--- src/assert_macros.svh ---
// Assertion helpers shared by the RTL files.
`ifndef ASSERT_MACROS_SVH
`define ASSERT_MACROS_SVH

// Condition that must hold at every clock edge out of reset.
`define ASSERT_ALWAYS(lbl, ck, rn, p, msg) \
	lbl: assert property (@(posedge ck) disable iff (!rn) (p)) else $error(msg);

// Antecedent in one cycle implies consequent in the next.
`define ASSERT_NEXT(lbl, ck, rn, a, c, msg) \
	lbl: assert property (@(posedge ck) disable iff (!rn) (a) |=> (c)) else $error(msg);

`endif

--- src/cv3_pkg.sv ---
package cv3_pkg;

	localparam int CH_W  = 8;
	localparam int PIX_W = 3 * CH_W;

	typedef logic [PIX_W-1:0] pix_t;

	// register indexes on the configuration port
	localparam int REG_IDX_W = 3;
	localparam int REG_DATA_W = 13;
	localparam logic [REG_IDX_W-1:0] REG_IMAGE_WIDTH  = 3'd0;
	localparam logic [REG_IDX_W-1:0] REG_IMAGE_HEIGHT = 3'd1;
	localparam logic [REG_IDX_W-1:0] REG_SEL_X_START  = 3'd2;
	localparam logic [REG_IDX_W-1:0] REG_SEL_X_END    = 3'd3;
	localparam logic [REG_IDX_W-1:0] REG_SEL_Y_START  = 3'd4;
	localparam logic [REG_IDX_W-1:0] REG_SEL_Y_END    = 3'd5;
	localparam logic [REG_IDX_W-1:0] REG_MAX_VALUE    = 3'd6;
	localparam logic [REG_IDX_W-1:0] REG_FILTER_MODE  = 3'd7;

	// filter modes
	localparam logic [1:0] MODE_EDGE    = 2'd0;
	localparam logic [1:0] MODE_SHARPEN = 2'd1;
	localparam logic [1:0] MODE_BOX     = 2'd2;
	localparam logic [1:0] MODE_GAUSS   = 2'd3;

	// lane arithmetic widths
	localparam int SUM_W   = CH_W + 4;   // sum of nine, gaussian weighted sum
	localparam int CROSS_W = CH_W + 2;   // sum of four
	localparam int VAL_W   = CH_W + 6;   // signed kernel result

	// floor(x/18) = (x * BOX_RECIP) >> BOX_SHIFT for x below 2^13
	localparam int BOX_NUM_W  = SUM_W + 1;
	localparam int BOX_RCP_W  = 13;
	localparam int BOX_PROD_W = BOX_NUM_W + BOX_RCP_W;
	localparam logic [BOX_RCP_W-1:0] BOX_RECIP = 13'd7282;
	localparam int BOX_SHIFT = 17;

	localparam int ROW_W = 12;
	localparam int COL_W_OUT = 10;

	// output queue
	localparam int QDEPTH = 16;
	localparam int QAW = $clog2(QDEPTH);

	// per-item info that travels beside the lanes
	typedef struct packed {
		logic                 interior;
		logic                 border;
		logic                 sel;
		logic [ROW_W-1:0]     irow;
		logic [COL_W_OUT-1:0] icol;
		logic [ROW_W-1:0]     brow;
		logic [COL_W_OUT-1:0] bcol;
		pix_t                 pix;
		pix_t                 centre;
	} side_t;

	typedef struct packed {
		logic                 last;
		logic [CH_W-1:0]      blue;
		logic [CH_W-1:0]      green;
		logic [CH_W-1:0]      red;
		logic [COL_W_OUT-1:0] col;
		logic [ROW_W-1:0]     row;
	} res_t;

endpackage

--- src/cv3_merge.sv ---
`include "assert_macros.svh"

// Joins lane results with the pass-through data and queues the items.
// Queue space is reserved when a pixel is accepted, so pushes never overflow.
module cv3_merge (
	input  logic                     clk,
	input  logic                     arst_n,
	input  logic                     rsv,
	input  logic [1:0]               rsv_n,
	input  logic                     in_valid,
	input  cv3_pkg::side_t           side,
	input  logic [cv3_pkg::CH_W-1:0] lane_res [3],
	output logic                     room,
	output logic                     m_valid,
	input  logic                     m_ready,
	output cv3_pkg::res_t            m_res
);

	localparam int CH_W = cv3_pkg::CH_W;
	localparam int QAW  = cv3_pkg::QAW;
	localparam int CW   = QAW + 1;

	cv3_pkg::res_t queue_q [cv3_pkg::QDEPTH];
	logic [QAW-1:0] wr_q, rd_q;
	logic [CW-1:0]  cnt_q, used_q;

	cv3_pkg::res_t ires, bres, first;
	logic [1:0] n_push;
	logic       pop;

	always_comb begin
		ires.row   = side.irow;
		ires.col   = side.icol;
		ires.red   = side.sel ? lane_res[0] : side.centre[0*CH_W +: CH_W];
		ires.green = side.sel ? lane_res[1] : side.centre[1*CH_W +: CH_W];
		ires.blue  = side.sel ? lane_res[2] : side.centre[2*CH_W +: CH_W];
		ires.last  = !side.border;

		bres.row   = side.brow;
		bres.col   = side.bcol;
		bres.red   = side.pix[0*CH_W +: CH_W];
		bres.green = side.pix[1*CH_W +: CH_W];
		bres.blue  = side.pix[2*CH_W +: CH_W];
		bres.last  = 1'b1;

		// delayed interior item goes ahead of the border item
		first  = side.interior ? ires : bres;
		n_push = in_valid ? ({1'b0, side.interior} + {1'b0, side.border}) : 2'd0;
	end

	assign m_valid = (cnt_q != '0);
	assign m_res   = queue_q[rd_q];
	assign pop     = m_valid && m_ready;
	assign room    = (used_q <= CW'(cv3_pkg::QDEPTH - 2));

	always_ff @(posedge clk) begin
		if (n_push != 2'd0) begin
			queue_q[wr_q] <= first;
		end
		if (n_push == 2'd2) begin
			queue_q[wr_q + QAW'(1)] <= bres;
		end
	end

	always_ff @(posedge clk or negedge arst_n) begin
		if (!arst_n) begin
			wr_q   <= '0;
			rd_q   <= '0;
			cnt_q  <= '0;
			used_q <= '0;
		end else begin
			wr_q   <= wr_q + QAW'(n_push);
			rd_q   <= rd_q + QAW'(pop);
			cnt_q  <= cnt_q + CW'(n_push) - CW'(pop);
			used_q <= used_q + (rsv ? CW'(rsv_n) : CW'(0)) - CW'(pop);
		end
	end

	`ASSERT_ALWAYS(a_cnt_within_used, clk, arst_n, cnt_q <= used_q, "queue count above reservation")
	`ASSERT_ALWAYS(a_no_overflow, clk, arst_n, (32'(cnt_q) + 32'(n_push)) <= cv3_pkg::QDEPTH, "queue overflow")

endmodule

--- config.mk ---
export PLATFORM = sky130hd
export DESIGN_NAME = cv3_merge
export DESIGN_NICKNAME = d
export VERILOG_FILES = /design/src/cv3_pkg.sv /design/src/cv3_merge.sv
export VERILOG_INCLUDE_DIRS = /design/src /design/src/src
export SDC_FILE = /design/constraint.sdc
export NUM_CORES = 1
export LEC_CHECK = 0
export BUFFER_PORTS_ARGS = -buffer_cell sky130_fd_sc_hd__buf_2
export CORE_MARGIN = 4
export CORE_UTILIZATION = 56
export DETAILED_ROUTE_END_ITERATION = 6
export MAX_ROUTING_LAYER = met4
export PLACE_DENSITY = 0.76
export SLEW_MARGIN = 25
export SYNTH_ARGS = -nofsm -noshare
export SYNTH_HDL_FRONTEND = slang
export SYNTH_SLANG_ARGS = --single-unit
export TNS_END_PERCENT = 30
--- constraint.sdc ---
create_clock -name clk -period 4.9 [get_ports clk]
set_input_delay 0.49 -clock clk [delete_from_list [all_inputs] [get_ports clk]]
set_output_delay 0.49 -clock clk [all_outputs]
set_load 0.02 [all_outputs]
* Word level (Yosys, flattened, before mapping) *
Memory sizes are Yosys's and may differ from the RTL's.
Cells that the tools add are included.

operators by class
  add/sub/neg operators = 8
  magnitude comparators = 1
  equality and inequality tests = 1
  multiplexer cells = 10
  reductions and logical operators = 4

operators with widths
  operator                                                                          count
  47-bit two-way mux                                                                1
  8-bit two-way mux                                                                 3
  5-bit by 2-bit adder with 5-bit output                                            2
  5-bit by 1-bit subtractor with 5-bit output                                       2
  5-bit by 4-bit less-or-equal comparator with 1-bit output, second input constant  1
  5-bit nonzero test                                                                1
  4-bit by 1-bit adder with 4-bit output                                            1
  4-bit by 1-bit adder with 4-bit output, second input constant                     1
  4-bit by 2-bit adder with 4-bit output                                            1
  1-bit two-way mux                                                                 4
  2-bit two-way mux                                                                 2
  1-bit by 1-bit adder with 2-bit output                                            1
  2-bit equality test, second input constant                                        1
  2-bit nonzero test                                                                1
  1-bit logical AND                                                                 1
  1-bit logical NOT                                                                 1

storage, ports and cells
  bits in registers = 18
  memory bits (writable) = 752
  input bits = 126
  output and inout port bits = 49
  logic and storage cells = 29
  memories kept = 1

memory list
  memory   depth  width  read ports  clocked after Yosys merged registers in  write ports  line             source
  queue_q  16     47     1           0                                        2            cv3_merge.sv:23  cv3_pkg::res_t queue_q [cv3_pkg::QDEPTH];

* Logic depth before layout (Yosys ltp) *
Gate-level depths: netlist of run 1.

  depth after elaboration = 5
  gate-level depth with buffers = 13
  gate-level depth less buffers = 13

* Worst setup path after synthesis of run 1 *
Ideal clock, no wire load.

  kind = input to register
  start = input port side[93] (netlist name)
  end = memory queue_q[0][0] (netlist name) (enable)
  setup time = 0.516 ns
  arrival time = 4.521 ns
  required time = 4.384 ns
  slack = -0.137 ns
  stages on the path = 4
  buffers on the path = 0
  cell sequence = ha_1 and3b_1 nand3_1 o21ai_0

RTL lines
  what             line             source
  start, declared  cv3_merge.sv:11  input cv3_pkg::side_t side,
  end, declared    cv3_merge.sv:23

==> results of run 1 <==
metal layers:
layer / GRT usage, % / wire length, µm / up-vias
met1: 42.6 / 36900 / 12537
met3: 7.94 / 16600 / 498
li1: - / - / 10049
met5: - / 0 / -
met2: 53.8 / 54700 / 2356
met4: 17.0 / 6420 / 0
layout by cell type (no fill, tap or decap), types with 13 or more instances in the layout:
master,count
edfxtp_1,736
nor2_1,576
a22oi_1,232
mux4_2,188
buf_2,173
o22ai_1,150
nand2_1,105
clkbuf_16,80
mux2i_1,46
buf_4,40
o22ai_2,34
a21oi_1,28
a21o_1,28
inv_1,27
mux2_2,22
ha_1,20
clkinv_1,18
clkbuf_1,17
buf_12,17
dfrtp_1,16
dfxtp_1,16
clkinv_2,13
cells in the mapped netlist, types with 4 or more instances:
cell type  count
mux4_2       188
mux2i_1       46
nand2_1      105
edfxtp_1     736
o22a_1        12
dfxtp_1       16
a22oi_1      232
nor2b_1        4
and2_1         5
xor2_1         4
buf_4          8
mux2_2        22
a21oi_1       40
buf_1         14
a2bb2oi_1      4
o22ai_2       34
clkbuf_1     111
buf_2         71
nor2_1       578
nand2b_1       4
a21o_1        28
o22ai_1      150
buf_6         16
inv_1         27
xnor2_1        7
dfrtp_1       18
ha_1          20
sequential cells by signal, summed over array words and instances, names as in the netlist:
signal / flops
rd_q: 4
cnt_q: 5
wr_q: 4
used_q: 5
queue_q: 752
cells by family (layout without fill, tap and decap cells):
| kind of cell | Yosys count | count (layout) | share of synthesized area (%) |
|---|---|---|---|
| DFF | 770 | 770 | 63.7 |
| and+or+nand+nor | 715 | 715 | 7.78 |
| AOI/OAI and AO/OA | 508 | 508 | 10.3 |
| muxes | 256 | 256 | 13.8 |
| buffers and inverters | 247 | 401 | 3.25 |
| adders and majority gates | 23 | 23 | 0.865 |
| xor gates and xnor gates | 11 | 11 | 0.268 |
| other | 0 | 9 | 0 |
how the worst min path moves through the flow:
stage	end	slack (ps)	from
floorplan	cnt_q[0]	190	arst_n
global placement	cnt_q[3]	440	arst_n
detailed placement	cnt_q[3]	450	arst_n
CTS	queue_q[4][6]	310	side[86]
global route	queue_q[12][4]	350	side[62]
finish	used_q[4]	330	arst_n
where the power goes:
| part | internal, W | switching (W) | total, W |
|---|---|---|---|
| clock | 0.00321 | 0.00254 | 0.00575 |
| combinational | 0.00302 | 0.00555 | 0.00858 |
| sequential | 0.00793 | 0.000385 | 0.00832 |
repair_timing:
action | 4_1_cts | 5_1_grt
buffers inserted | 0 | 0
hold buffers | 1 | 0
endpoints found under the hold margin | 18 | 0
cell type report:
cell class,instances,area (µm²)
fillers,4571,23100
clock buffers,97,2070
inverters,27,101
clock inverters,43,327
repair buffers,234,1600
diodes,9,22.5
flip-flops and latches,770,22900
multi-input cells,1513,12100
well taps,846,1060
stage by stage:
| stage | hold slack, ps | std cells | instance area (µm²) |
|---|---|---|---|
| finish | 329 | 3539 | 40200 |
| global placement | 440 | 3385 | 37600 |
| detailed placement | 452 | 3385 | 37600 |
| global route | 351 | 3539 | 40200 |
| CTS | 306 | 3526 | 40000 |
| floorplan | 194 | 2530 | 35900 |
worst reg2reg max path: cells and delay by family (launching register included):
family	cells	cell delay (ps)
AOI/OAI and AO/OA	2	640
DFF	1	580
buffers and inverters	1	360
and+or+nand+nor	2	1790
==> out/metrics.yaml, run 1 <==
power_and_ir_drop:
  vdd_drop_max_mv: 0.382
  leakagePower_nw: 12.9
  p_per_area_mw_per_mm2: 564
  fin_total_pwr_w: 0.0226
cells_and_area:
  nets: 2773
  syn_to_final_growth_pct: 11.9
  utilization_pct: 63.4
  drive_gt1_share_pct: 23.3
drt:
  routedWlPerCell_um: 32.4
  num_vias: 25440
  drt_iter0_drc: 4195
  drc: 0
  vias_per_cell: 7.19
  routed_wl_mm: 115
  antenna_left: 0
  drt-pass1-iter-count: 6
place:
  dp_hpwl_mm: 60.2
  place_congestion: 0.836
  dp_slack_ps: 1300
  io_buffers: 174
sta:
  rsz0062_at_grt: "no"
  worst_slew_pin_slew_ps: 1120
  tns_ps: 0
  slew_viol_final: 0
  period_share_pct: 74.4
  setup_viol: 0
  fmax_mhz: 274
  setup_ws_ps: 1250
  max_slew_margin_pct: 25.1
  finalClockSkew_ps: 27.1
  hold_viol: 0
  fin_crit_ps: 3650
yosys:
  synth_area_mm2: 0.0359
  synthFlopType: "edfxtp_1"
  avgSynthCellArea_um2: 14.2
  synth-async-reset-ratio_pct: 2.34
  synth_edf_count: 736
  syn_inst: 2530
  synth_top_area_share_pct: 61.6
  ys_types: 47
  yosysTopAreaCell: "edfxtp_1"
  syn_nets: 2679
  yosysWarnings: 0
  yosysSeqAreaShare_pct: 63.7
  ys_ff_latch: 770
  synth_area_leaders: "edfxtp_1, mux4_2, nor2_1"
global_route:
  grt_start_max_net_pins: 86
  grt_pass1_wl_mm: 165
  grt_pass1_vias: 25709
  antenna_found_initial: 10
  grt-ovfl-total: 0
  grt_use_total_pct: 34.3
worst_setup_path:
  critical_path_arrival_ps: 3160
  crit_chain: "buf_16 > buf_12 > mux4_2 > a22oi_1 > nand2_1 > buf_2"
  start_kind: "flop"
  endpoint_kind: "output pin"
  cpPeakStageDelay_ps: 690
  worstPathMaxFanout: 34
  cp_top_family: "buffers and inverters"
  required_ps: 4410
  r2r_start: "wr_q[3]"
  crit_end: "m_res[4]"
  r2r-end: "queue_q[4][46]"
  reg2reg_depth: 5
  path_buf_inv: 3
  crit_path_start: "rd_q[0]"
  rrSetupSlack_ps: 1400
  critPathKind: "reg2out"
  cp.depth: 6
  slowest_stage: "dfrtp_4"
clock_network:
  clk_latency_ps: 640
  clk_pin_slew_ps: 60
  cts_buffers: 78
  cts-root-buf: "clkbuf_16"
  cts_tree: "yes"
  htreeDepth: 3
  clockBufferDepth: 3
  ctsResizeCount: 0
  cts_sinks: 770
floorplanning:
  rows: 92
  initial_core_util_pct: 56.7
  core_mm2: 0.0633
  ios: 175
  die-area_mm2: 0.0682
  die_x_um: 261
  dieHeight_um: 261
min_path:
  min_path_type: "in2async"
flow_run:
  maxCapViolCount: 0
run_status:
  status: "complete, no violations"
Power figures use the tool's default switching activity.
==> run 2, diff against run 1 <==
--- a/config.mk
+++ b/config.mk
@@ -8,10 +8,10 @@
 export LEC_CHECK = 0
 export BUFFER_PORTS_ARGS = -buffer_cell sky130_fd_sc_hd__buf_2
 export CORE_MARGIN = 4
-export CORE_UTILIZATION = 56
+export CORE_UTILIZATION = 62
 export DETAILED_ROUTE_END_ITERATION = 6
 export MAX_ROUTING_LAYER = met4
-export PLACE_DENSITY = 0.76
+export PLACE_DENSITY = 0.79
 export SLEW_MARGIN = 25
 export SYNTH_ARGS = -nofsm -noshare
 export SYNTH_HDL_FRONTEND = slang
==> constraint.sdc (replaced) <==
create_clock -name clk -period 3.62 [get_ports clk]
set_input_delay 0.362 -clock clk [delete_from_list [all_inputs] [get_ports clk]]
set_output_delay 0.362 -clock clk [all_outputs]
set_load 0.02 [all_outputs]
==> run 2 against run 1 <==
  * Combinational power increased by 34%
  * Register-to-register slack got worse by 780 ps
  * Flip-flop and latch count unchanged
  * Count of clock-buffer cells in the layout increased by 21
  * Final cell count decreased by 1.8%
  * Sequential power increased by 36%
  * Critical endpoint is now m_res[46]
  * First-iteration DRC count increased by 18%
  * Sequential share of layout area decreased by 0.32 points
  * Wire length decreased by 2.2%
  * Non-clock buffer count increased by 30
  * Critical path depth unchanged
==> out/metrics.yaml, run 2 (synthesis gave the netlist of run 1 again) <==
cells_and_area:
  final_cells: 3475
  largest_reg_flops: 752
  nets: 2803
  multi_input_area_mm2: 0.0121
  top_register: "queue_q"
  syn_to_final_growth_pct: 12.6
  fillCellCount: 3600
  drive_gt1_share_pct: 23.9
  layout_commonest_cell: "edfxtp_1"
  mostFrequentLayoutCells: "edfxtp_1, nor2_1, a22oi_1, mux4_2, buf_2"
  regArea_mm2: 0.0229
  top_regs: "queue_q x752, cnt_q x5, used_q x5"
global_route:
  antenna_found_initial: 6
  grt_pass1_vias: 25932
  grt_start_max_net_pins: 145
  grt_use_total_pct: 36.6
  grt-ovfl-total: 0
  grt_pass1_wl_mm: 163
place:
  place_congestion: 0.876
  dp_cells: 3328
  dp_slack_ps: 543
  dp_hpwl_mm: 59.9
  io_buffers: 174
sta:
  hold_viol: 0
  fin_crit_ps: 3320
  max_slew_margin_pct: 22.2
  setup_ws_ps: 303
  worst_slew_pin_slew_ps: 1170
  hold_slack_ps: 148
  setup_viol: 0
  fmax_mhz: 301
  period_share_pct: 91.6
  slew_viol_final: 0
  rsz0062_at_grt: "no"
  finalClockSkew_ps: 22.3
floorplanning:
  die_x_um: 249
  initial_core_util_pct: 63.2
  dieHeight_um: 249
  ios: 175
  rows: 87
  die-area_mm2: 0.0618
  core_mm2: 0.0568
drt:
  antenna_left: 0
  drt-pass1-iter-count: 6
  routed_wl_mm: 112
  num_vias: 25593
  routedWlPerCell_um: 32.3
  vias_per_cell: 7.36
  drc: 0
  drt_iter0_drc: 4964
clock_network:
  htreeDepth: 3
  cts_tree: "yes"
  cts_sinks: 770
  clk_latency_ps: 620
  clk_pin_slew_ps: 50
  cts_buffers: 78
  clockBufferDepth: 3
  cts_setup_buffers: 0
  postCtsHoldBufs: 1
  ctsResizeCount: 0
  cts-root-buf: "clkbuf_16"
worst_setup_path:
  required_ps: 3260
  critPathKind: "reg2out"
  critical_path_arrival_ps: 2950
  start_kind: "flop"
  endpoint_kind: "output pin"
  worstPathMaxFanout: 17
flow_run:
  maxCapViolCount: 0
power_and_ir_drop:
  leakagePower_nw: 13.1
  p_per_area_mw_per_mm2: 755
  vdd_drop_max_mv: 0.953
  fin_total_pwr_w: 0.0305
run_status:
  status: "complete, no violations"
min_path:
  min_path_type: "in2reg"
run 2: layout make-up:
class	instances	area share [%]
Antenna cell	7	0.0434
Clock buffer	118	5.46
Clock inverter	20	0.418
Inverter	27	0.251
Multi-Input combinational cell	1513	30.0
Sequential cell	770	56.6
Tap cell	756	2.34
Timing Repair Buffer	264	4.88
run 2: metrics by stage:
step	utilization (%)	cell area [µm²]	TNS [ps]
after floorplan	-	35900	-181640
after global placement	66.8	37900	0
after detailed placement	66.8	38000	0
after CTS	71.0	40300	0
after global routing	71.1	40400	0
final	71.1	40400	0
run 2: worst max-delay path, cell delays in order (launching register included):
cell,delay [ps]
dfrtp_4,620
buf_12,250
buf_4,250
mux4_2,510
a22oi_1,270
nand2_1,200
buf_2,210
run 2: per-layer routing:
| layer | global-route usage, % | vias to the layer above | wire, µm |
|---|---|---|---|
| li1 | - | 10102 | - |
| met1 | 46.2 | 12455 | 35100 |
| met2 | 55.8 | 2554 | 53100 |
| met3 | 9.99 | 482 | 18000 |
| met4 | 17.4 | 0 | 5950 |
| met5 | - | - | 0 |
run 2: path summary, 6_finish.rpt:
check / startpoint / to / slack, ps / cells past startpoint
max in group asynchronous: arst_n / rd_q[1] / 3070 / 2
min in group asynchronous: arst_n / wr_q[3] / 210 / 2
worst min register to register: queue_q[3][46] / queue_q[3][46] / 490 / 1
worst max-delay path: rd_q[0] / m_res[46] / 300 / 6
worst min-delay path: m_ready / rd_q[0] / 150 / 3
worst max register to register: cnt_q[3] / used_q[4] / 620 / 11
run 2: power by group:
| group | switching (W) | internal, W |
|---|---|---|
| Combinational | 0.00739 | 0.00414 |
| Clock | 0.00334 | 0.00435 |
| Sequential | 0.000548 | 0.0107 |
| Total | 0.0113 | 0.0192 |
