--- config.mk ---
export PLATFORM = sky130hd
export DESIGN_NAME = cv3_lane
export DESIGN_NICKNAME = d
export VERILOG_FILES = /design/src/assert_macros.svh /design/src/cv3_pkg.sv /design/src/cv3_lane.sv
export SDC_FILE = /design/constraint.sdc
export NUM_CORES = 1
export LEC_CHECK = 0
export ABC_CLOCK_PERIOD_IN_PS = 7300
export BUFFER_PORTS_ARGS = -buffer_cell sky130_fd_sc_hd__buf_4
export CAP_MARGIN = 15
export CELL_PAD_IN_SITES_DETAIL_PLACEMENT = 1
export CELL_PAD_IN_SITES_GLOBAL_PLACEMENT = 1
export CORE_MARGIN = 3
export CORE_UTILIZATION = 42
export CTS_CLUSTER_DIAMETER = 40
export CTS_CLUSTER_SIZE = 16
export DETAILED_ROUTE_END_ITERATION = 10
export PLACE_DENSITY_LB_ADDON = 0.2
export RECOVER_POWER = 25
export SLEW_MARGIN = 20
export SYNTH_ARGS = -nofsm -noshare
export SYNTH_HDL_FRONTEND = slang
export SYNTH_SLANG_ARGS = --single-unit
--- constraint.sdc ---
create_clock -name clk -period 7.3 [get_ports clk]
set_clock_uncertainty 0.05 [all_clocks]
set_input_delay 1.46 -clock clk [delete_from_list [all_inputs] [get_ports clk]]
set_output_delay 1.46 -clock clk [all_outputs]
set_load 0.01 [all_outputs]
--- src/assert_macros.svh ---
// Assertion helpers shared by the RTL files.
`ifndef ASSERT_MACROS_SVH
`define ASSERT_MACROS_SVH

// Condition that must hold at every clock edge out of reset.
`define ASSERT_ALWAYS(lbl, ck, rn, p, msg) \
	lbl: assert property (@(posedge ck) disable iff (!rn) (p)) else $error(msg);

// Antecedent in one cycle implies consequent in the next.
`define ASSERT_NEXT(lbl, ck, rn, a, c, msg) \
	lbl: assert property (@(posedge ck) disable iff (!rn) (a) |=> (c)) else $error(msg);

`endif

--- src/cv3_pkg.sv ---
package cv3_pkg;

	localparam int CH_W  = 8;
	localparam int PIX_W = 3 * CH_W;

	typedef logic [PIX_W-1:0] pix_t;

	// register indexes on the configuration port
	localparam int REG_IDX_W = 3;
	localparam int REG_DATA_W = 13;
	localparam logic [REG_IDX_W-1:0] REG_IMAGE_WIDTH  = 3'd0;
	localparam logic [REG_IDX_W-1:0] REG_IMAGE_HEIGHT = 3'd1;
	localparam logic [REG_IDX_W-1:0] REG_SEL_X_START  = 3'd2;
	localparam logic [REG_IDX_W-1:0] REG_SEL_X_END    = 3'd3;
	localparam logic [REG_IDX_W-1:0] REG_SEL_Y_START  = 3'd4;
	localparam logic [REG_IDX_W-1:0] REG_SEL_Y_END    = 3'd5;
	localparam logic [REG_IDX_W-1:0] REG_MAX_VALUE    = 3'd6;
	localparam logic [REG_IDX_W-1:0] REG_FILTER_MODE  = 3'd7;

	// filter modes
	localparam logic [1:0] MODE_EDGE    = 2'd0;
	localparam logic [1:0] MODE_SHARPEN = 2'd1;
	localparam logic [1:0] MODE_BOX     = 2'd2;
	localparam logic [1:0] MODE_GAUSS   = 2'd3;

	// lane arithmetic widths
	localparam int SUM_W   = CH_W + 4;   // sum of nine, gaussian weighted sum
	localparam int CROSS_W = CH_W + 2;   // sum of four
	localparam int VAL_W   = CH_W + 6;   // signed kernel result

	// floor(x/18) = (x * BOX_RECIP) >> BOX_SHIFT for x below 2^13
	localparam int BOX_NUM_W  = SUM_W + 1;
	localparam int BOX_RCP_W  = 13;
	localparam int BOX_PROD_W = BOX_NUM_W + BOX_RCP_W;
	localparam logic [BOX_RCP_W-1:0] BOX_RECIP = 13'd7282;
	localparam int BOX_SHIFT = 17;

	localparam int ROW_W = 12;
	localparam int COL_W_OUT = 10;

	// output queue
	localparam int QDEPTH = 16;
	localparam int QAW = $clog2(QDEPTH);

	// per-item info that travels beside the lanes
	typedef struct packed {
		logic                 interior;
		logic                 border;
		logic                 sel;
		logic [ROW_W-1:0]     irow;
		logic [COL_W_OUT-1:0] icol;
		logic [ROW_W-1:0]     brow;
		logic [COL_W_OUT-1:0] bcol;
		pix_t                 pix;
		pix_t                 centre;
	} side_t;

	typedef struct packed {
		logic                 last;
		logic [CH_W-1:0]      blue;
		logic [CH_W-1:0]      green;
		logic [CH_W-1:0]      red;
		logic [COL_W_OUT-1:0] col;
		logic [ROW_W-1:0]     row;
	} res_t;

endpackage

--- src/cv3_lane.sv ---
// One color channel of the 3x3 kernel: sums in the first stage,
// kernel select, box division and clamp in the second.
module cv3_lane (
	input  logic                     clk,
	input  logic [1:0]               mode,
	input  logic [cv3_pkg::CH_W-1:0] max_value,
	input  logic [cv3_pkg::CH_W-1:0] v [9],
	output logic [cv3_pkg::CH_W-1:0] res
);

	localparam int CH_W    = cv3_pkg::CH_W;
	localparam int SUM_W   = cv3_pkg::SUM_W;
	localparam int CROSS_W = cv3_pkg::CROSS_W;
	localparam int VAL_W   = cv3_pkg::VAL_W;
	localparam int NUM_W   = cv3_pkg::BOX_NUM_W;
	localparam int PROD_W  = cv3_pkg::BOX_PROD_W;

	logic [SUM_W-1:0]   sum9_c, gsum_c;
	logic [CROSS_W-1:0] cross_c;

	logic [SUM_W-1:0]   sum9_s2, gsum_s2;
	logic [CROSS_W-1:0] cross_s2;
	logic [CH_W-1:0]    ctr_s2;

	logic [NUM_W-1:0]      box_num;
	logic [PROD_W-1:0]     box_prod;
	logic [SUM_W:0]        g_round;
	logic signed [VAL_W-1:0] val;
	logic [CH_W-1:0]       res_s3;

	always_comb begin
		cross_c = CROSS_W'(v[1]) + CROSS_W'(v[3]) + CROSS_W'(v[5]) + CROSS_W'(v[7]);
		sum9_c  = SUM_W'(v[0]) + SUM_W'(v[2]) + SUM_W'(v[6]) + SUM_W'(v[8])
			+ SUM_W'(cross_c) + SUM_W'(v[4]);
		gsum_c  = SUM_W'(v[0]) + SUM_W'(v[2]) + SUM_W'(v[6]) + SUM_W'(v[8])
			+ SUM_W'({cross_c, 1'b0}) + SUM_W'({v[4], 2'b00});
	end

	always_ff @(posedge clk) begin
		sum9_s2  <= sum9_c;
		gsum_s2  <= gsum_c;
		cross_s2 <= cross_c;
		ctr_s2   <= v[4];
	end

	always_comb begin
		box_num  = NUM_W'({sum9_s2, 1'b0}) + NUM_W'(9);
		box_prod = PROD_W'(box_num) * PROD_W'(cv3_pkg::BOX_RECIP);
		g_round  = (SUM_W + 1)'(gsum_s2) + (SUM_W + 1)'(8);
		unique case (mode)
			cv3_pkg::MODE_EDGE: begin
				val = $signed(VAL_W'({ctr_s2, 3'b000}) + VAL_W'(ctr_s2))
					- $signed(VAL_W'(sum9_s2));
			end
			cv3_pkg::MODE_SHARPEN: begin
				val = $signed(VAL_W'({ctr_s2, 2'b00}) + VAL_W'(ctr_s2))
					- $signed(VAL_W'(cross_s2));
			end
			cv3_pkg::MODE_BOX: begin
				val = $signed(VAL_W'(box_prod[PROD_W-1:cv3_pkg::BOX_SHIFT]));
			end
			cv3_pkg::MODE_GAUSS: begin
				val = $signed(VAL_W'(g_round[SUM_W:4]));
			end
		endcase
	end

	always_ff @(posedge clk) begin
		if (val < 0) begin
			res_s3 <= '0;
		end else if (val > $signed(VAL_W'(max_value))) begin
			res_s3 <= max_value;
		end else begin
			res_s3 <= val[CH_W-1:0];
		end
	end

	assign res = res_s3;

endmodule

Word-level counts from Yosys, hierarchy flattened
Cells that the tools add are included.
Word-level totals
  register bits: 50
  input bits: 83
Operators by class
  $add $sub $neg: 16
  $mul: 1
  magnitude comparators: 2
  reductions and logical operators: 1
  equality and inequality tests: 3
  muxes and demuxes: 2
Operator list (number)
  $pmux W14 S4: 1
  $mul A13 B12 Y25 const B: 1
  $add A12 B10 Y12: 2
  $add A10 B8 Y11: 2
  $add A9 B8 Y10: 2
  $add A8 B8 Y9: 2
  $gt A14 B9 Y1: 1
  $lt A14 B1 Y1 const B: 1
  $add A12 B4 Y13 const B: 1
  $add A13 B4 Y13 const B: 1
  $sub A12 B12 Y13: 1
  $add A11 B11 Y12: 1
  $add A11 B8 Y12: 1
  $add A12 B8 Y12: 1
  $sub A11 B10 Y12: 1
  $add A10 B8 Y10: 1
  $mux W8: 1
  $eq A2 B2 Y1 const B: 2
  $eq A2 B1 Y1 const B: 1
  $logic_not A2 Y1: 1

Longest topological paths before layout
Gate-level depths: netlist of run 1.
  word-level depth: 5
  mapped depth: 33

Worst setup path before layout of run 1
Ideal clock, no wire load.
  kind: flip-flop to flip-flop
  start: register sum9_s2[2]
  end: register res_s3[0] (netlist: res[0])
  cell stages (with the launch flop): 33
  data required time: 7.178 ns
  arrival: 6.782 ns
  slack: 0.396 ns
  buffers on the path: 1
  cell sequence: dfxtp_1 > ha_1 > nand3_1 > xor2_1 > inv_1 > xnor2_1 > ha_1 > o21bai_1 > ha_1 > inv_1 > fa_1 > inv_1 > fa_1 > inv_1 > fa_1 > inv_1 > ha_1 > a21o_1 > a21oi_1 > o21ai_0 > o31a_1 > o21a_1 > o31ai_1 > ha_1 > nor2b_1 > o21a_1 > o21a_1 > o211ai_1 > a21oi_1 > a211oi_1 > o221a_2 > buf_2 > mux2i_1
Between the ends
  cells in the longest elaborated chain, start to end: 5
  elaborated cells between the ends (all ways): 7
  classes of those cells: add/sub: 2; mul: 1; order compare: 2; mux: 2
RTL lines
  start, declared: RTL line cv3_lane.sv:21  | logic [SUM_W-1:0] sum9_s2, gsum_s2;
  start signal, assigned: RTL line cv3_lane.sv:40  | sum9_s2 <= sum9_c;
  $add A13 B4 Y13: RTL line cv3_lane.sv:47  | box_num = NUM_W'({sum9_s2, 1'b0}) + NUM_W'(9);
  $mul A13 B12 Y25: RTL line cv3_lane.sv:48  | box_prod = PROD_W'(box_num) * PROD_W'(cv3_pkg::BOX_RECIP);
  $pmux W14 S4 *: RTL line cv3_lane.sv:50  | unique case (mode)
  $gt A14 B9 Y1: RTL line cv3_lane.sv:71  | end else if (val > $signed(VAL_W'(max_value))) begin
  $mux W8: RTL line cv3_lane.sv:71
  end signal, assigned: RTL line cv3_lane.sv:72  | res_s3 <= max_value;
  end signal, assigned: RTL line cv3_lane.sv:74  | res_s3 <= val[CH_W-1:0];
  end, declared: RTL line cv3_lane.sv:29  | logic [CH_W-1:0] res_s3;
Mark *: on every way between the ends. The rest lies on a longest branch, timed or not.
A chain may end at the register's enable or synchronous reset.

Worst setup path in the final report of run 1
  start: register sum9_s2[4]
  end: register res_s3[2] (netlist: res[2])
The elaborated chain is that of the path after synthesis.

==> results.rst, run 1 <==
.. list-table::
   :header-rows: 1

   * - Metric
     - Value
   * - Run status
     - completed
   * - Ratio of cells with drive above 1 in the final layout
     - 0.124
   * - Basic-gate share of the synthesized area counting and, or, nand and nor cells
     - 0.100
   * - Die outline area
     - approximately 0.020 sq mm
   * - Worst R2R End
     - res[2]
   * - Post-synth top cells
     - 186 x sky130_fd_sc_hd__inv_1, 152 x sky130_fd_sc_hd__ha_1, 88 x sky130_fd_sc_hd__fa_1, 47 x sky130_fd_sc_hd__dfxtp_1, 47 x sky130_fd_sc_hd__xnor2_1
   * - Total of endpoints with negative setup slack in the final report
     - 0
   * - Kind of cell with the highest combined delay on the critical path
     - adder cells
   * - Buffers from clock root to sink, at most
     - 2
   * - Synthesized instance count
     - between 800 and 900
   * - Share of flip-flops with an asynchronous set or reset
     - 0
   * - Max H-tree Level
     - 2
   * - Remaining antenna violation count
     - 0
   * - Via Count
     - around 6200
   * - Fin crit period
     - slightly below 7 ns
   * - Number of synthesized flops with an enable pin
     - 0
   * - Portion of the post-synthesis area used by sequential elements
     - 0.119
   * - Length in cells of the worst reg-to-reg path
     - 29
   * - Flip-flop and latch area
     - approximately 950 sq um
   * - Final cycle utilization of the critical path
     - 0.946
   * - First-pass iteration count of the detailed router
     - 4
   * - Floorplan core area
     - between 0.015 and 0.02 sq mm
   * - Vias per inst
     - around 5.2
   * - Critical path data required time
     - around 7.5 ns
   * - Number of flip-flops and latches in the synthesized netlist
     - between 40 and 50
   * - Largest stage delay on the critical path
     - between 0.5 and 0.6 ns
   * - Source-to-sink clock delay at the later pin of the worst-skew pair
     - roughly 0.31 ns
   * - Grt total ovfl
     - 0
   * - Violation count after the first detailed-routing iteration
     - between 150 and 200
   * - Cell accounting for the most synthesized area
     - sky130_fd_sc_hd__ha_1
   * - Critical path capture point type
     - flip-flop
   * - Minimum setup slack among reg-to-reg paths
     - between 0.3 and 0.4 ns
   * - Total wire length
     - around 20000 um
   * - Startpoint of the worst-slack reg-to-reg timing path
     - sum9_s2[4]
   * - Crit Path Category
     - reg2reg
   * - Achievable frequency
     - around 140 MHz
   * - Clock transition at the registers of the reported paths
     - around 0.07 ns
   * - Antenna fix cells
     - 0
   * - Slowest-stage cell, CP
     - sky130_fd_sc_hd__fa_1
   * - Placement row count
     - between 40 and 50
   * - Number of failing hold endpoints at the final stage
     - 0
   * - Via count of the first global-routing pass
     - between 6000 and 7000
   * - Post-synthesis xor/xnor area fraction
     - 0.0711
   * - Startpoint of the worst hold path
     - gsum_s2[9]
   * - Hold EP
     - res[5]
   * - Width of the die
     - between 100 and 150 um
   * - Slew of the pin with the lowest slew margin
     - 0.557 ns
   * - Share of the synthesized area in the top cell type
     - 0.241
   * - Slew Limit Headroom
     - 0.624
   * - Most frequently used cell type in the post-synthesis netlist
     - sky130_fd_sc_hd__inv_1
   * - TritonCTS clock tree
     - built
   * - Maximum number of pins on one net before global-route repair
     - 26
   * - Synth Cell Area
     - 0.00788 sq mm
   * - Top cell by count, worst path
     - sky130_fd_sc_hd__ha_1
   * - Multi-input gate area
     - between 0.006 and 0.007 sq mm
   * - Drc violations
     - 0
   * - Number of buffers created by CTS
     - 5
   * - Share of synthesized cell area in full adder, half adder and majority cells
     - 0.465
   * - Type of element launching the critical path
     - flip-flop
   * - Height of the die
     - about 140 um
   * - Critical-path maximum fanout
     - 8
   * - Share of cell area taken by muxes after synthesis
     - 0.0141
   * - Type of the worst min-delay path
     - reg2reg
   * - Routability congestion estimate from global placement
     - 0.872
   * - Wire length of the first global-routing pass
     - between 30000 and 40000 um
   * - Starting Density
     - 0.433
   * - Combinational family with the most area after synthesis
     - adder cells
   * - Final cell utilization of the core
     - 0.498
   * - Post-synthesis area per instance
     - roughly 9.1 sq um
   * - Total number of nets in the final design
     - 1288
   * - Sum of buffers and inverters on the critical path
     - 4
   * - Syn-to-layout area delta
     - 15.1%
   * - Most used flip-flop cell after synthesis
     - sky130_fd_sc_hd__dfxtp_1
   * - Max-cap violation count
     - 0
   * - Clock sink count
     - 47
   * - Number of hold buffers added after cts
     - 0
   * - IO buf count
     - 90
   * - Half-perimeter wire length after detailed placement
     - about 18000 um
   * - Routed length per placed instance
     - between 15 and 20 um
   * - Total global routing track utilization
     - 0.212
   * - Count of different cell masters after synthesis
     - 59
   * - Io pins
     - 91
   * - Number of pins with negative max-slew slack in the final report
     - 0
   * - Worst hold path cell count
     - 6
   * - Number of warnings reported in the yosys synthesis log
     - 0
   * - Synth Net Count
     - ~1200
   * - Buffer type at the clock tree root
     - sky130_fd_sc_hd__clkbuf_16
   * - Fraction of the mapped netlist area in compound gates
     - 0.137
   * - Worst endpoint data arrival time
     - between 7 and 8 ns
   * - Number of antenna violations at the first check in global routing
     - 0
   * - Filler cell count
     - about 2100
   * - Top area cells in the synthesized netlist
     - sky130_fd_sc_hd__ha_1 24%, sky130_fd_sc_hd__fa_1 22%, sky130_fd_sc_hd__dfxtp_1 12%
## routing by layer
metal,wire length [um],global-route usage,part of all wire,up-vias
li1,-,-,-,3094
met1,8480,0.251,0.41,3008
met2,10800,0.402,0.53,106
met3,683,0.0244,0.033,26
met4,522,0.0600,0.026,0
met5,0,0,0,-
## worst max path at each step
stage | start | to | slack, ns | cells past startpoint
after floorplan | sum9_s2[2] | res[0] | 0.40 | 32
after global placement | sum9_s2[4] | res[5] | 0.27 | 29
after detailed placement | sum9_s2[2] | res[2] | 0.08 | 31
after CTS | sum9_s2[2] | res[2] | 0.05 | 31
after global routing | sum9_s2[3] | res[6] | -0.03 | 32
final | sum9_s2[4] | res[2] | 0.39 | 29
## cell usage in the layout (no fill, tap or decap), drive strengths merged, types with 4 or more instances in the layout
master	synthesis	layout
nand2b	8	8
a21oi	35	35
a31oi	9	9
a211o	5	5
o21a	7	7
o21ai	28	28
o21bai	13	13
o2111ai	6	6
nand3	19	19
ha	152	152
fa	88	88
nor3b	5	5
a211oi	8	8
nor2b	10	10
xor2	17	17
o211ai	8	8
or2	5	5
a21o	13	13
nor2	24	24
nand3b	4	4
inv	186	188
and3	8	8
xnor2	47	47
mux2i	10	10
dfxtp	47	47
clkbuf	6	18
buf	3	86
a21boi	4	4
nor3	9	9
nand2	41	41
## registers in the layout, indices dropped and copies added (netlist names)
name,cells
ctr_s2,8
gsum_s2,9
sum9_s2,12
res,8
cross_s2,10
## worst register-to-register path: cells and delay by family (launching register included)
family          cells  cell delay, ns
compound gates     11            2.03
xor+xnor            2            0.34
mux                 1            0.20
fa+ha+maj           7            2.76
simple gates        4            0.69
buf+inv             4            0.39
flops               1            0.39
## cells by family (layout without fill, tap and decap cells)
kind of cell | count (synthesis) | count (layout)
compound gates | 159 | 159
simple gates | 152 | 152
flops | 47 | 47
fa+ha+maj | 240 | 240
mux | 11 | 11
buf+inv | 195 | 293
xor+xnor | 64 | 64
## final cells by class
class                   instances  area share
flip-flops and latches         47       0.105
inverters                     186      0.0770
clock buffers                   5      0.0138
repair buffers                 99      0.0779
clock inverters                 3     0.00248
well taps                     229      0.0316
multi-input cells             626       0.693
## stage by stage
step           TNS (ns)  hold slack (ns)  cells  cell area (sq um)  setup WS [ns]
6_report              0            0.907   1195               9070          0.391
3_5_place_dp          0            0.896   1186               8870         0.0752
2_1_floorplan         0            0.716    868               7880          0.396
5_1_grt         -0.0582            0.983   1195               9070        -0.0322
4_1_cts               0            0.904   1194               9020         0.0526
3_3_place_gp          0            0.894   1186               8870          0.270
## what timing repair did
item,4_1_cts,5_1_grt
hold endpoints to repair,0,0
setup endpoints to repair,0,8
buffers inserted,0,1
resized for setup,0,19
Power of run 1 is left out: the tool's default activity adds up to more than one toggle a clock period on the data nets, which glitch-free logic cannot reach.
==> inputs of run 2 (changes only) <==
--- a/config.mk
+++ b/config.mk
@@ -11,7 +11,8 @@
 export CELL_PAD_IN_SITES_DETAIL_PLACEMENT = 1
 export CELL_PAD_IN_SITES_GLOBAL_PLACEMENT = 1
 export CORE_MARGIN = 3
-export CORE_UTILIZATION = 42
+export CORE_UTILIZATION = 37
+export CTS_BUF_LIST = sky130_fd_sc_hd__clkbuf_8
 export CTS_CLUSTER_DIAMETER = 40
 export CTS_CLUSTER_SIZE = 16
 export DETAILED_ROUTE_END_ITERATION = 10
==> results.rst, run 2 (synthesis results as in run 1) <==
.. list-table::
   :header-rows: 1

   * - Metric
     - Value
   * - Maximum number of pins on one net before global-route repair
     - 26
   * - Worst Setup EP
     - res[7]
   * - Placement row count
     - 52
   * - Grt total ovfl
     - 0
   * - Max H-tree Level
     - 2
   * - Ratio of cells with drive above 1 in the final layout
     - 0.134
   * - Total number of nets in the final design
     - roughly 1300
   * - Floorplan core area
     - 0.0206 sq mm
   * - Max-cap violation count
     - 0
   * - Final cycle utilization of the critical path
     - 0.951
   * - Total wire length
     - approximately 21000 um
   * - Setup WS post-layout
     - about 0.36 ns
   * - Buffers from clock root to sink, at most
     - 2
   * - First-pass iteration count of the detailed router
     - 4
   * - Source-to-sink clock delay at the later pin of the worst-skew pair
     - roughly 0.33 ns
   * - Pre-CTS worst setup slack
     - approximately 0.053 ns
   * - Layer with the highest usage
     - met2
   * - Startpoint of the worst-slack reg-to-reg timing path
     - sum9_s2[2]
   * - Biggest regs
     - sum9_s2 (12), cross_s2 (10), gsum_s2 (9)
   * - Critical Path Source
     - sum9_s2[2]
   * - Final instance count without filler cells
     - approximately 1200
   * - Critical path capture point type
     - flip-flop
   * - Violation count after the first detailed-routing iteration
     - about 170
   * - Clock sink count
     - between 40 and 50
   * - Run status
     - completed
   * - Die outline area
     - about 0.023 sq mm
   * - Slew Limit Headroom
     - 0.604
   * - Routed length per placed instance
     - 16.7 um
   * - Wire length of the first global-routing pass
     - ~34000 um
   * - Io pins
     - 91
   * - Slew of the pin with the lowest slew margin
     - around 0.6 ns
   * - Biggest register
     - sum9_s2
   * - Via count of the first global-routing pass
     - 6880
   * - IO buf count
     - 90
   * - Critical-path maximum fanout
     - 8
   * - Via Count
     - ~6200
   * - Fin crit period
     - between 6 and 7 ns
   * - Post-placement cell count
     - approximately 1200
   * - Starting Density
     - 0.383
   * - Type of element launching the critical path
     - flip-flop
   * - Slowest-stage cell, CP
     - sky130_fd_sc_hd__fa_1
   * - Number of buffers created by CTS
     - 5
   * - Critical path data required time
     - around 7.5 ns
   * - Crit Path Category
     - reg2reg
   * - TritonCTS clock tree
     - built
   * - Worst R2R End
     - res[7]
   * - Worst hold path cell count
     - 6
   * - Minimum setup slack among reg-to-reg paths
     - 0.36 ns
   * - Buffer type at the clock tree root
     - sky130_fd_sc_hd__clkbuf_8
   * - Antenna fix cells
     - 0
   * - Number of antenna violations at the first check in global routing
     - 0
   * - Remaining antenna violation count
     - 0
   * - Height of the die
     - about 150 um
   * - Routability congestion estimate from global placement
     - about 0.84
   * - Type of the worst min-delay path
     - reg2reg
   * - Drc violations
     - 0
   * - Final worst hold slack
     - roughly 0.94 ns
   * - GR met2 Demand/Resource
     - 0.349
   * - Top library cells by usage in the layout, fill and taps aside
     - 185 x sky130_fd_sc_hd__inv_1, 151 x sky130_fd_sc_hd__ha_1, 88 x sky130_fd_sc_hd__fa_1
   * - Startpoint of the worst hold path
     - gsum_s2[9]
   * - Met3 demand-to-capacity share in global routing
     - 0.0230
   * - Vias per inst
     - 5.04
   * - Half-perimeter wire length after detailed placement
     - 18600 um
   * - Achievable frequency
     - roughly 140 MHz
   * - Syn-to-layout area delta
     - 15.9%
   * - Width of the die
     - about 150 um
   * - Number of hold buffers added after cts
     - 0
   * - Worst endpoint data arrival time
     - approximately 7.2 ns
   * - Length in cells of the worst reg-to-reg path
     - 31
   * - Filler cell count
     - 2475
   * - Most frequent standard cell in the layout excluding fill and tap cells
     - sky130_fd_sc_hd__inv_1
   * - Largest stage delay on the critical path
     - ~0.53 ns
   * - Number of pins with negative max-slew slack in the final report
     - 0
   * - Total of endpoints with negative setup slack in the final report
     - 0
   * - Clock transition at the registers of the reported paths
     - approximately 0.10 ns
   * - Number of flip-flops in the largest register
     - 12
   * - Met1 track utilization from global routing
     - 0.214
   * - Total global routing track utilization
     - 0.183
   * - Number of failing hold endpoints at the final stage
     - 0
[run 2: cell count changes in the layout (fill, tap and decap cells not counted), sizes merged]
cell,change
clkinv,-1
inv,-2
buf,+2
clkinvlp,+1
bufinv,+1
[run 2: layer usage]
metal / routed length, um / share of wire
met3: 553 / 0.027
met4: 503 / 0.024
met5: 0 / 0
met1: 8790 / 0.43
met2: 10800 / 0.52
[run 2: layout make-up]
| type | instances | area [sq um] | share of cell area |
|---|---|---|---|
| repair buffers | 101 | 726 | 0.0794 |
| clock inverters | 2 | 37.5 | 0.00411 |
| flip-flops and latches | 47 | 950 | 0.104 |
| multi-input cells | 626 | 6320 | 0.692 |
| inverters | 186 | 698 | 0.0764 |
| clock buffers | 5 | 68.8 | 0.00753 |
| well taps | 270 | 338 | 0.0370 |
[run 2: stage by stage]
step	TNS (ns)	area [sq um]	utilization
floorplan	0	7880	-
global placement	0	8930	0.434
detailed placement	0	8930	0.434
CTS	0	9030	0.439
global route	-0.610	9140	0.444
finish	0	9140	0.444
[run 2: critical path: cells and delay by family (launching register included)]
| kind | cells | cell delay (ns) |
|---|---|---|
| and+or+nand+nor | 2 | 0.24 |
| muxes | 1 | 0.19 |
| adders and majority gates | 8 | 2.93 |
| xor gates and xnor gates | 2 | 0.32 |
| AOI/OAI and AO/OA | 12 | 2.27 |
| DFF | 1 | 0.37 |
| buffers and inverters | 6 | 0.51 |
[run 2: what timing repair did]
| action | 4_1_cts | 5_1_grt |
|---|---|---|
| endpoints found under the hold margin | 0 | 0 |
| buffers inserted | 0 | 2 |
| resized for setup | 0 | 27 |
| setup endpoints to repair | 0 | 8 |
[run 2: worst min-delay path by stage]
stage	slack, ns	end
2_1_floorplan	0.72	res[5]
3_3_place_gp	0.93	res[6]
3_5_place_dp	0.95	res[6]
4_1_cts	0.96	res[6]
5_1_grt	1.05	res[5]
6_report	0.94	res[5]
Power of run 2 is left out for the same reason.
